## src/sv/sitda_pkg.sv

```systemverilog
`timescale 1ns / 1ps
// ----------------------------------------------------------------------------
// sitda_pkg
// Shared constants and types for the signed integer to decimal text block.
// ----------------------------------------------------------------------------
package sitda_pkg;

  localparam int VALUE_BITS = 32;
  // Decimal digits of the largest magnitude, 2^(VALUE_BITS-1).
  localparam int DIGITS     = ((VALUE_BITS - 1) * 30103) / 100000 + 1;
  localparam int BCD_W      = DIGITS * 4;
  localparam int CNT_W      = $clog2(VALUE_BITS);
  localparam int IDX_W      = $clog2(DIGITS);

  localparam logic [7:0] CHAR_ZERO  = 8'd48;
  localparam logic [7:0] CHAR_MINUS = 8'd45;
  localparam logic [7:0] CHAR_NL    = 8'd10;

  typedef enum logic [1:0] {
    SEL_MINUS,
    SEL_DIGIT,
    SEL_NL
  } sel_e;

  typedef struct packed {
    logic             load;
    logic             shift;
    sel_e             sel;
    logic [IDX_W-1:0] idx;
  } cmd_t;

  typedef struct packed {
    logic neg;
    logic dig_zero;
  } sts_t;

endpackage

```

## src/sv/signed_int_to_decimal_ascii.sv

```systemverilog
`timescale 1ns / 1ps
// ----------------------------------------------------------------------------
// signed_int_to_decimal_ascii
// Converts one signed integer per request into its decimal text: optional
// '-', the digits most significant first, then a newline flagged as last.
// ----------------------------------------------------------------------------
// Channel   Direction  Handshake              Payload
// in        input      in_valid_i / in_stall_o   value_i
// out       output     out_valid_o / out_stall_i char_code_o, last_o
//
// A request passes through an accept step, VALUE_BITS (32) steps of the
// shift-and-add-3 converter (one bit per cycle), a step per skipped leading zero
// plus one to find the first digit, and one step per character.
// The next request is taken once the newline has been accepted.
// Reset (asynchronous, active low) returns the sequencer to idle.
// Output stall holds the current character and adds its cycles; nothing drops.
// ----------------------------------------------------------------------------
module signed_int_to_decimal_ascii (
  input  logic                                    clk_i,
  input  logic                                    rst_ni,
  input  logic                                    in_valid_i,
  output logic                                    in_stall_o,
  input  logic signed [sitda_pkg::VALUE_BITS-1:0] value_i,
  output logic                                    out_valid_o,
  input  logic                                    out_stall_i,
  output logic [7:0]                              char_code_o,
  output logic                                    last_o
);

  // Commands from the sequencer and status back from the datapath.
  sitda_pkg::cmd_t cmd;
  sitda_pkg::sts_t sts;

  sitda_ctrl u_ctrl (
    .clk_i       (clk_i),
    .rst_ni      (rst_ni),
    .in_valid_i  (in_valid_i),
    .in_stall_o  (in_stall_o),
    .out_valid_o (out_valid_o),
    .out_stall_i (out_stall_i),
    .sts_i       (sts),
    .cmd_o       (cmd)
  );

  // Datapath holds the magnitude and BCD digits; the characters are picked
  // from registered digits, so they hold steady while the output stalls.
  sitda_dp u_dp (
    .clk_i       (clk_i),
    .value_i     (value_i),
    .cmd_i       (cmd),
    .sts_o       (sts),
    .char_code_o (char_code_o),
    .last_o      (last_o)
  );

endmodule

```

## src/sv/sitda_ctrl.sv

```systemverilog
`timescale 1ns / 1ps
// ----------------------------------------------------------------------------
// sitda_ctrl
// Sequencer: takes a request, runs the binary to BCD shifts, skips leading
// zeros, then walks the sign, digits and newline out.
// ----------------------------------------------------------------------------
module sitda_ctrl (
  input  logic             clk_i,
  input  logic             rst_ni,
  input  logic             in_valid_i,
  output logic             in_stall_o,
  output logic             out_valid_o,
  input  logic             out_stall_i,
  input  sitda_pkg::sts_t  sts_i,
  output sitda_pkg::cmd_t  cmd_o
);

  localparam logic [2:0] ST_IDLE  = 3'd0;
  localparam logic [2:0] ST_CONV  = 3'd1;
  localparam logic [2:0] ST_SIGN  = 3'd2;
  localparam logic [2:0] ST_SKIP  = 3'd3;
  localparam logic [2:0] ST_DIGIT = 3'd4;
  localparam logic [2:0] ST_NL    = 3'd5;

  localparam logic [sitda_pkg::CNT_W-1:0] CNT_LAST =
    sitda_pkg::CNT_W'(sitda_pkg::VALUE_BITS - 1);
  localparam logic [sitda_pkg::IDX_W-1:0] IDX_TOP =
    sitda_pkg::IDX_W'(sitda_pkg::DIGITS - 1);

  logic [2:0]                  state_q, state_d;
  logic [sitda_pkg::CNT_W-1:0] cnt_q, cnt_d;
  logic [sitda_pkg::IDX_W-1:0] idx_q, idx_d;

  always_comb begin
    state_d     = state_q;
    cnt_d       = cnt_q;
    idx_d       = idx_q;
    cmd_o.load  = 1'b0;
    cmd_o.shift = 1'b0;
    cmd_o.sel   = sitda_pkg::SEL_DIGIT;
    cmd_o.idx   = idx_q;
    out_valid_o = 1'b0;
    in_stall_o  = 1'b1;
    unique case (state_q)
      ST_IDLE: begin
        in_stall_o = 1'b0;
        if (in_valid_i) begin
          cmd_o.load = 1'b1;
          cnt_d      = '0;
          state_d    = ST_CONV;
        end
      end
      ST_CONV: begin
        cmd_o.shift = 1'b1;
        if (cnt_q == CNT_LAST) begin
          idx_d   = IDX_TOP;
          state_d = sts_i.neg ? ST_SIGN : ST_SKIP;
        end else begin
          cnt_d = cnt_q + sitda_pkg::CNT_W'(1);
        end
      end
      ST_SIGN: begin
        out_valid_o = 1'b1;
        cmd_o.sel   = sitda_pkg::SEL_MINUS;
        if (!out_stall_i) begin
          state_d = ST_SKIP;
        end
      end
      ST_SKIP: begin
        if (sts_i.dig_zero && (idx_q != '0)) begin
          idx_d = idx_q - sitda_pkg::IDX_W'(1);
        end else begin
          state_d = ST_DIGIT;
        end
      end
      ST_DIGIT: begin
        out_valid_o = 1'b1;
        if (!out_stall_i) begin
          if (idx_q == '0) begin
            state_d = ST_NL;
          end else begin
            idx_d = idx_q - sitda_pkg::IDX_W'(1);
          end
        end
      end
      ST_NL: begin
        out_valid_o = 1'b1;
        cmd_o.sel   = sitda_pkg::SEL_NL;
        if (!out_stall_i) begin
          state_d = ST_IDLE;
        end
      end
      default: begin
        state_d = ST_IDLE;
      end
    endcase
  end

  always_ff @(posedge clk_i or negedge rst_ni) begin
    if (!rst_ni) begin
      state_q <= ST_IDLE;
      cnt_q   <= '0;
      idx_q   <= '0;
    end else begin
      state_q <= state_d;
      cnt_q   <= cnt_d;
      idx_q   <= idx_d;
    end
  end

endmodule

```

## src/sv/sitda_dp.sv

```systemverilog
`timescale 1ns / 1ps
// ----------------------------------------------------------------------------
// sitda_dp
// Datapath: magnitude and sign registers, shift-and-add-3 BCD converter and
// the character select.
// ----------------------------------------------------------------------------
module sitda_dp (
  input  logic                               clk_i,
  input  logic signed [sitda_pkg::VALUE_BITS-1:0] value_i,
  input  sitda_pkg::cmd_t                    cmd_i,
  output sitda_pkg::sts_t                    sts_o,
  output logic [7:0]                         char_code_o,
  output logic                               last_o
);

  localparam int VB = sitda_pkg::VALUE_BITS;
  localparam int BW = sitda_pkg::BCD_W;

  logic [VB-1:0] mag_q, mag_d;
  logic [BW-1:0] bcd_q, bcd_d;
  logic          neg_q, neg_d;
  logic [BW-1:0] adj;
  logic [3:0]    cur_dig;

  // Add 3 to every digit of 5 or more before the shift.
  always_comb begin
    for (int d = 0; d < sitda_pkg::DIGITS; d++) begin
      adj[d*4 +: 4] = (bcd_q[d*4 +: 4] >= 4'd5) ? (bcd_q[d*4 +: 4] + 4'd3)
                                                 : bcd_q[d*4 +: 4];
    end
  end

  always_comb begin
    mag_d = mag_q;
    bcd_d = bcd_q;
    neg_d = neg_q;
    if (cmd_i.load) begin
      neg_d = value_i[VB-1];
      mag_d = value_i[VB-1] ? (~value_i + VB'(1)) : value_i;
      bcd_d = '0;
    end else if (cmd_i.shift) begin
      bcd_d = {adj[BW-2:0], mag_q[VB-1]};
      mag_d = {mag_q[VB-2:0], 1'b0};
    end
  end

  always_ff @(posedge clk_i) begin
    mag_q <= mag_d;
    bcd_q <= bcd_d;
    neg_q <= neg_d;
  end

  assign cur_dig        = bcd_q[{cmd_i.idx, 2'b00} +: 4];
  assign sts_o.neg      = neg_q;
  assign sts_o.dig_zero = (cur_dig == 4'd0);

  always_comb begin
    case (cmd_i.sel)
      sitda_pkg::SEL_MINUS: char_code_o = sitda_pkg::CHAR_MINUS;
      sitda_pkg::SEL_DIGIT: char_code_o = sitda_pkg::CHAR_ZERO + {4'd0, cur_dig};
      sitda_pkg::SEL_NL:    char_code_o = sitda_pkg::CHAR_NL;
      default:              char_code_o = sitda_pkg::CHAR_NL;
    endcase
  end

  assign last_o = (cmd_i.sel == sitda_pkg::SEL_NL);

endmodule

```

## config.mk

```make
export PLATFORM = sky130hd
export DESIGN_NAME = signed_int_to_decimal_ascii
export DESIGN_NICKNAME = d
export VERILOG_FILES = /design/src/sv/sitda_pkg.sv /design/src/sv/signed_int_to_decimal_ascii.sv /design/src/sv/sitda_ctrl.sv /design/src/sv/sitda_dp.sv
export SDC_FILE = /design/constraint.sdc
export NUM_CORES = 1
export LEC_CHECK = 0
export BUFFER_PORTS_ARGS = -buffer_cell sky130_fd_sc_hd__buf_2
export CAP_MARGIN = 10
export CORE_ASPECT_RATIO = 0.75
export CORE_MARGIN = 4
export CORE_UTILIZATION = 45
export CTS_BUF_LIST = sky130_fd_sc_hd__clkbuf_16
export DETAILED_ROUTE_END_ITERATION = 16
export SYNTH_ARGS = -nofsm -noshare
export SYNTH_HDL_FRONTEND = slang
export SYNTH_HIERARCHICAL = 1
export SYNTH_SLANG_ARGS = --single-unit
```

## constraint.sdc

```tcl
create_clock -name clk_i -period 3 [get_ports clk_i]
set_clock_uncertainty 0.1 [all_clocks]
set_input_delay 0.3 -clock clk_i [delete_from_list [all_inputs] [get_ports clk_i]]
set_output_delay 0.3 -clock clk_i [all_outputs]
set_load 0.005 [all_outputs]
```

==> flow_metrics.env, run 1 <==
export IMPL_status="completed"
export IMPL_finalMaxSlewViolations=0
export IMPL_synth_top_family_by_area="simple AND/OR/NAND/NOR gates"
export IMPL_dp_hpwl_mm=8.66
export IMPL_cts_tree="done"
export IMPL_hold_class="primary input to flop"
export IMPL_cts_reportedPaths_clkPinSlew_ns=0.06
export IMPL_postCtsSetupRepairBufs=0
export IMPL_port_buffers=44
export IMPL_grt_pass1_vias=4117
export IMPL_tns_ns=0
export IMPL_die_w_um=136
export IMPL_synth_xor_area_share_pct=7.93
export IMPL_nNetsFinal=708
export IMPL_drt_iter0_markers=242
export IMPL_crit_fanout=12
export IMPL_wl_mm=12.0
export IMPL_ys_types=55
export IMPL_postCtsHoldBufs=1
export IMPL_yosys_warnings=6
export IMPL_rows=34
export IMPL_synth_simple_area_share_pct=19.2
export IMPL_setup_viol=0
export IMPL_clockBufferDepth=2
export IMPL_gr_total_overflow=0
export IMPL_syn_area_per_cell_um2=8.98
export IMPL_async_flop_share_pct=14.1
export IMPL_insertion_delay_ns=0.34
export IMPL_clock_root_buffer="clkbuf_16"
export IMPL_wl_per_cell_um=14.8
export IMPL_die_h_um=104
export IMPL_power_density_mw_per_mm2=948
export IMPL_htreeDepth=3
export IMPL_hold_path_depth=2
export IMPL_worst_path_buf_inv=1
export IMPL_instances_no_fill=814
export IMPL_path_class="flop to flop"
export IMPL_pin_count=47
export IMPL_grt_use_total_pct=17.6
export IMPL_syn2layout_area_growth_pct=11.8
export IMPL_timing_max_cap_violations=0
export IMPL_ys_ff_latch=85
export IMPL_r2r_slack_ns=0.27
export IMPL_p_leak_nw=2.48
export IMPL_synthTopCellsByArea="edfxtp_1 18%, dfxtp_1 14%, mux2i_1 6.2%, a21oi_1 5.8%, ha_1 5.7%"
export IMPL_fin_crit_sh_pct=91.1
export IMPL_cp_top_family="flip-flops"
export IMPL_irDropWorstVdd_mv=0.468
export IMPL_die_area_mm2=0.0141
export IMPL_synth_largest_area_cell="edfxtp_1"
export IMPL_crit_path_top_delay_cell="dfrtp_1"
export IMPL_netlist_area_mm2=0.00553
export IMPL_cp_end_kind="flop"
export IMPL_r2r_end="u_ctrl/state_q[0]"
export IMPL_drtPass1Iterations=4
export IMPL_synthMuxAreaShare_pct=6.57
export IMPL_ctsResizeCount=0
export IMPL_fmax_mhz=366
export IMPL_dpl_cell_count=797
export IMPL_via_count=4411
export IMPL_routed_via_density=5.42
export IMPL_antenna_cells=0
export IMPL_synth_edff_count=33
export IMPL_min_to="u_dp/mag_q[0]"
export IMPL_synth_top_cells_by_count="64 x a21oi_1, 55 x nor2_1, 41 x nand2_1"
export IMPL_rr_worst_depth=10
export IMPL_drc=0
export IMPL_yosysMostFrequentCell="a21oi_1"
export IMPL_synth_top_area_share_pct=17.9
export IMPL_grt_max_degree=50
export IMPL_worstSetupStartpointType="flop"
export IMPL_synth_compound_area_share_pct=18.2
export IMPL_grt_antenna_before_repair=0
export IMPL_fin_util_pct=52.4
export IMPL_place_gp_congestion=0.819
export IMPL_synth_fa_ha_area_share_pct=5.66
export IMPL_core_area_mm2=0.0118
export IMPL_cp_required_ns=3.12
export IMPL_fillers=1109
export IMPL_ant_nets=0
export IMPL_min_delay_start="value_i[0]"
export IMPL_period_minus_slack_ns=2.73
export IMPL_drive_above_1_share_pct=13.3
export IMPL_cts_num_sinks=85
export IMPL_crit_arrival_ns=2.85
export IMPL_postSynthCellCount=615
export IMPL_yosysSeqAreaShare_pct=37.9
export IMPL_tightest_slew_ns=0.679
export IMPL_crit_path_max_incr_delay_ns=0.68
export IMPL_r2r_start="u_ctrl/idx_q[1]"
export IMPL_cts_buffers=9
export IMPL_finalHoldViolCount=0
export IMPL_max_slew_margin_pct=54.6
export IMPL_grt_pass1_wl_mm=20.3
export IMPL_start_util_pct=46.9
export IMPL_ys_flop_type="dfxtp_1"
export IMPL_cp_cell_sequence="buf_4 > mux2i_1 > o221ai_1 > o31ai_1 > nand2_1 > nor3_1 > nand4b_2 > a21o_1 > a31oi_1 > nand3_1"
export IMPL_rsz0062_at_grt="no"
[worst max-delay path by stage]
stage / from / endpoint / slack [ns] / cells past startpoint
2_1_floorplan: u_ctrl/state_q[1] / u_dp/mag_q[0] / 0.50 / 5
3_3_place_gp: u_ctrl/idx_q[1] / u_ctrl/state_q[0] / 0.37 / 10
3_5_place_dp: u_ctrl/idx_q[1] / u_ctrl/state_q[0] / 0.25 / 10
4_1_cts: u_ctrl/idx_q[1] / u_ctrl/state_q[0] / 0.24 / 10
5_1_grt: u_ctrl/idx_q[1] / u_ctrl/state_q[0] / 0.02 / 10
6_report: u_ctrl/idx_q[1] / u_ctrl/state_q[0] / 0.27 / 10
[cell families (layout without fill, tap and decap cells)]
group,Yosys count,in the layout
buffers and inverters,62,98
AND/OR/NAND/NOR,200,200
XOR/XNOR,50,50
adder cells (fa/ha/maj),25,25
flip-flops,85,85
other,1,2
AO/OA/AOI/OAI,156,156
multiplexers,36,36
[layout by cell type, fill, tap and decap left out, types with 27 or more instances in the layout]
cell type / count
o21ai_0: 27
a21oi_1: 64
edfxtp_1: 33
buf_2: 44
nand2_1: 41
nor2_1: 55
dfxtp_1: 40
xor2_1: 29
inv_1: 31
nand2b_1: 36
mux2i_1: 34
[stage by stage]
step	hold WS, ns	total power, mW	instance area, µm²	setup slack (ns)
after floorplan	-0.0956	4.17	5530	0.502
after global placement	0.0994	4.81	5910	0.372
after detailed placement	0.106	4.89	5910	0.247
after CTS	0.181	5.92	6180	0.238
after global routing	0.193	6.37	6180	0.0245
final	0.195	5.85	6180	0.266
[where the power goes]
part	switching, mW	leakage, nW	internal, mW
Sequential	0.482	0.787	1.85
Combinational	1.40	1.55	1.13
Clock	0.440	0.144	0.544
[cell type report]
type	count	area [µm²]	area share, %
Multi-Input combinational cell	469	3200	51.7
Sequential cell	85	2090	33.9
Timing Repair Buffer	55	330	5.35
Clock buffer	9	225	3.65
Tap cell	162	203	3.28
Inverter	27	101	1.64
Clock inverter	7	28.8	0.466
[state kept, by name, summed over array words and instances (netlist names)]
name and count:
u_ctrl/cnt_q 5, u_dp/neg_q 1, u_dp/bcd_q 40, u_dp/mag_q 32, u_ctrl/idx_q 4, u_ctrl/state_q 3
[per-layer routing]
layer / global-route usage, % / routed length, µm
met3: 4.50 / 473
met4: 4.82 / 116
met2: 25.4 / 5170
met1: 25.9 / 6250
met5: 0 / 0
Power figures use the tool's default switching activity.
==> inputs of run 2 (changes only) <==
- CORE_UTILIZATION: 45 -> 55
- PLACE_DENSITY: default -> 0.74
==> flow_metrics.env, run 2 (synthesis results as in run 1) <==
export IMPL_rows=31
export IMPL_fmax_mhz=357
export IMPL_top_register="u_dp/bcd_q"
export IMPL_fillers=809
export IMPL_mostFrequentLayoutCell="a21oi_1"
export IMPL_finalMaxSlewViolations=0
export IMPL_irDropWorstVdd_mv=0.553
export IMPL_p_clk_share_pct=20.2
export IMPL_crit_fanout=12
export IMPL_nNetsFinal=705
export IMPL_dp_hpwl_mm=8.18
export IMPL_max_slew_margin_pct=45.9
export IMPL_ff_latch_area_mm2=0.00209
export IMPL_largest_registers="u_dp/bcd_q (40), u_dp/mag_q (32), u_ctrl/cnt_q (5)"
export IMPL_hold_class="primary input to flop"
export IMPL_cts_num_sinks=85
export IMPL_switching_share_pct=38.3
export IMPL_core_area_mm2=0.00974
export IMPL_p_switching_mw=2.34
export IMPL_cp_end_kind="flop"
export IMPL_tns_ns=0
export IMPL_die_h_um=94.8
export IMPL_wl_per_cell_um=15.0
export IMPL_drt_iter0_markers=493
export IMPL_grt_antenna_before_repair=0
export IMPL_drc=0
export IMPL_holdWs_ns=0.206
export IMPL_instances_no_fill=781
export IMPL_cp_required_ns=3.11
export IMPL_grt_pass1_wl_mm=19.9
export IMPL_internal_power_mw=3.77
export IMPL_insertion_delay_ns=0.33
export IMPL_wl_mm=11.7
export IMPL_ant_nets=0
export IMPL_grt_max_degree=71
export IMPL_gr_total_overflow=0
export IMPL_grt_pass1_vias=4258
export IMPL_postCtsHoldBufs=1
export IMPL_crit_arrival_ns=2.91
export IMPL_htreeDepth=3
export IMPL_die_w_um=124
export IMPL_timing_max_cap_violations=0
export IMPL_seq_power_share_pct=38.3
export IMPL_drive_above_1_share_pct=12.9
export IMPL_worstSetupStartpointType="flop"
export IMPL_antenna_cells=0
export IMPL_finalHoldViolCount=0
export IMPL_p_leak_nw=2.48
export IMPL_tightest_slew_ns=0.809
export IMPL_power_density_mw_per_mm2=986
export IMPL_die_area_mm2=0.0117
export IMPL_critPathLaunch="u_ctrl/idx_q[1]"
export IMPL_pin_count=47
export IMPL_final_area_mm2=0.00619
export IMPL_dpl_cell_count=764
export IMPL_clockBufferDepth=2
export IMPL_routed_via_density=5.78
export IMPL_dpl_cell_area_mm2=0.00585
export IMPL_cts_buffers=9
export IMPL_r2r_start="u_ctrl/idx_q[1]"
export IMPL_fin_util_pct=63.6
export IMPL_rsz0062_at_grt="no"
export IMPL_path_class="flop to flop"
export IMPL_port_buffers=44
export IMPL_fin_crit_sh_pct=93.3
export IMPL_place_gp_congestion=0.899
export IMPL_min_delay_start="value_i[0]"
export IMPL_status="completed"
export IMPL_start_util_pct=56.8
export IMPL_period_minus_slack_ns=2.80
export IMPL_syn2layout_area_growth_pct=12.1
export IMPL_drtPass1Iterations=6
export IMPL_grt_use_total_pct=21.1
export IMPL_power_frac_comb_pct=41.4
export IMPL_postCtsSetupRepairBufs=0
export IMPL_via_count=4514
export IMPL_clock_root_buffer="clkbuf_16"
export IMPL_setup_viol=0
export IMPL_largest_reg_flops=40
export IMPL_final_cell_mix="64 x a21oi_1, 55 x nor2_1, 44 x buf_2"
export IMPL_cts_tree="done"
export IMPL_multi_input_area_mm2=0.00320
export IMPL_ctsResizeCount=0
export IMPL_cts_reportedPaths_clkPinSlew_ns=0.06
-- run 2: cell count changes in the layout (fill, tap and decap cells not counted) --
cell	previous run	this run
buf_4	8	5
bufinv_16	0	3
clkinv_1	0	3
inv_1	31	28
clkinv_2	2	0
inv_2	1	0
-- run 2: cell type report --
type | instances | share of cell area (%)
timing repair buffer | 52 | 4.97
clock buffer | 9 | 3.64
tap | 132 | 2.67
sequential | 85 | 33.8
clock inverter | 7 | 1.70
multi-input combinational | 469 | 51.6
inverter | 27 | 1.64
-- run 2: worst paths after layout --
kind	end	slack, ns	cells after the start
max	u_ctrl/state_q[0]	0.20	9
min	u_dp/mag_q[0]	0.21	2
max reg2reg	u_ctrl/state_q[0]	0.20	9
min reg2reg	u_dp/bcd_q[0]	0.39	2
max in group asynchronous	u_ctrl/cnt_q[2]	2.30	2
min in group asynchronous	u_ctrl/idx_q[2]	0.27	2
-- run 2: layer usage --
layer	vias up	GRT usage, %	wire length [µm]
met1	2148	29.9	5840
met4	0	5.99	121
li1	2241	-	-
met5	-	0	0
met3	13	4.85	631
met2	112	32.1	5130
-- run 2: worst max-delay path: stages, from the launching register on --
cell	delay (ns)
dfrtp_1	0.66
buf_4	0.28
mux2i_1	0.22
o221ai_1	0.16
o31a_1	0.16
nor3_1	0.28
nand4b_2	0.25
a21o_1	0.28
a31oi_1	0.17
nand3_1	0.10
-- run 2: per-stage QoR --
stage               setup WS (ns)  power [mW]
global route               0.0209        6.57
detailed placement          0.298        4.85
floorplan                   0.502        4.17
global placement            0.416        4.72
finish                      0.200        6.10
CTS                         0.258        6.12
-- run 2: power groups by stage --
stage / clock network (mW) / registers (mW) / logic [mW]
floorplan: 0 / 2.14 / 2.03
global placement: 0 / 2.33 / 2.39
detailed placement: 0 / 2.35 / 2.50
CTS: 1.27 / 2.33 / 2.53
global route: 1.31 / 2.42 / 2.85
finish: 1.23 / 2.34 / 2.53
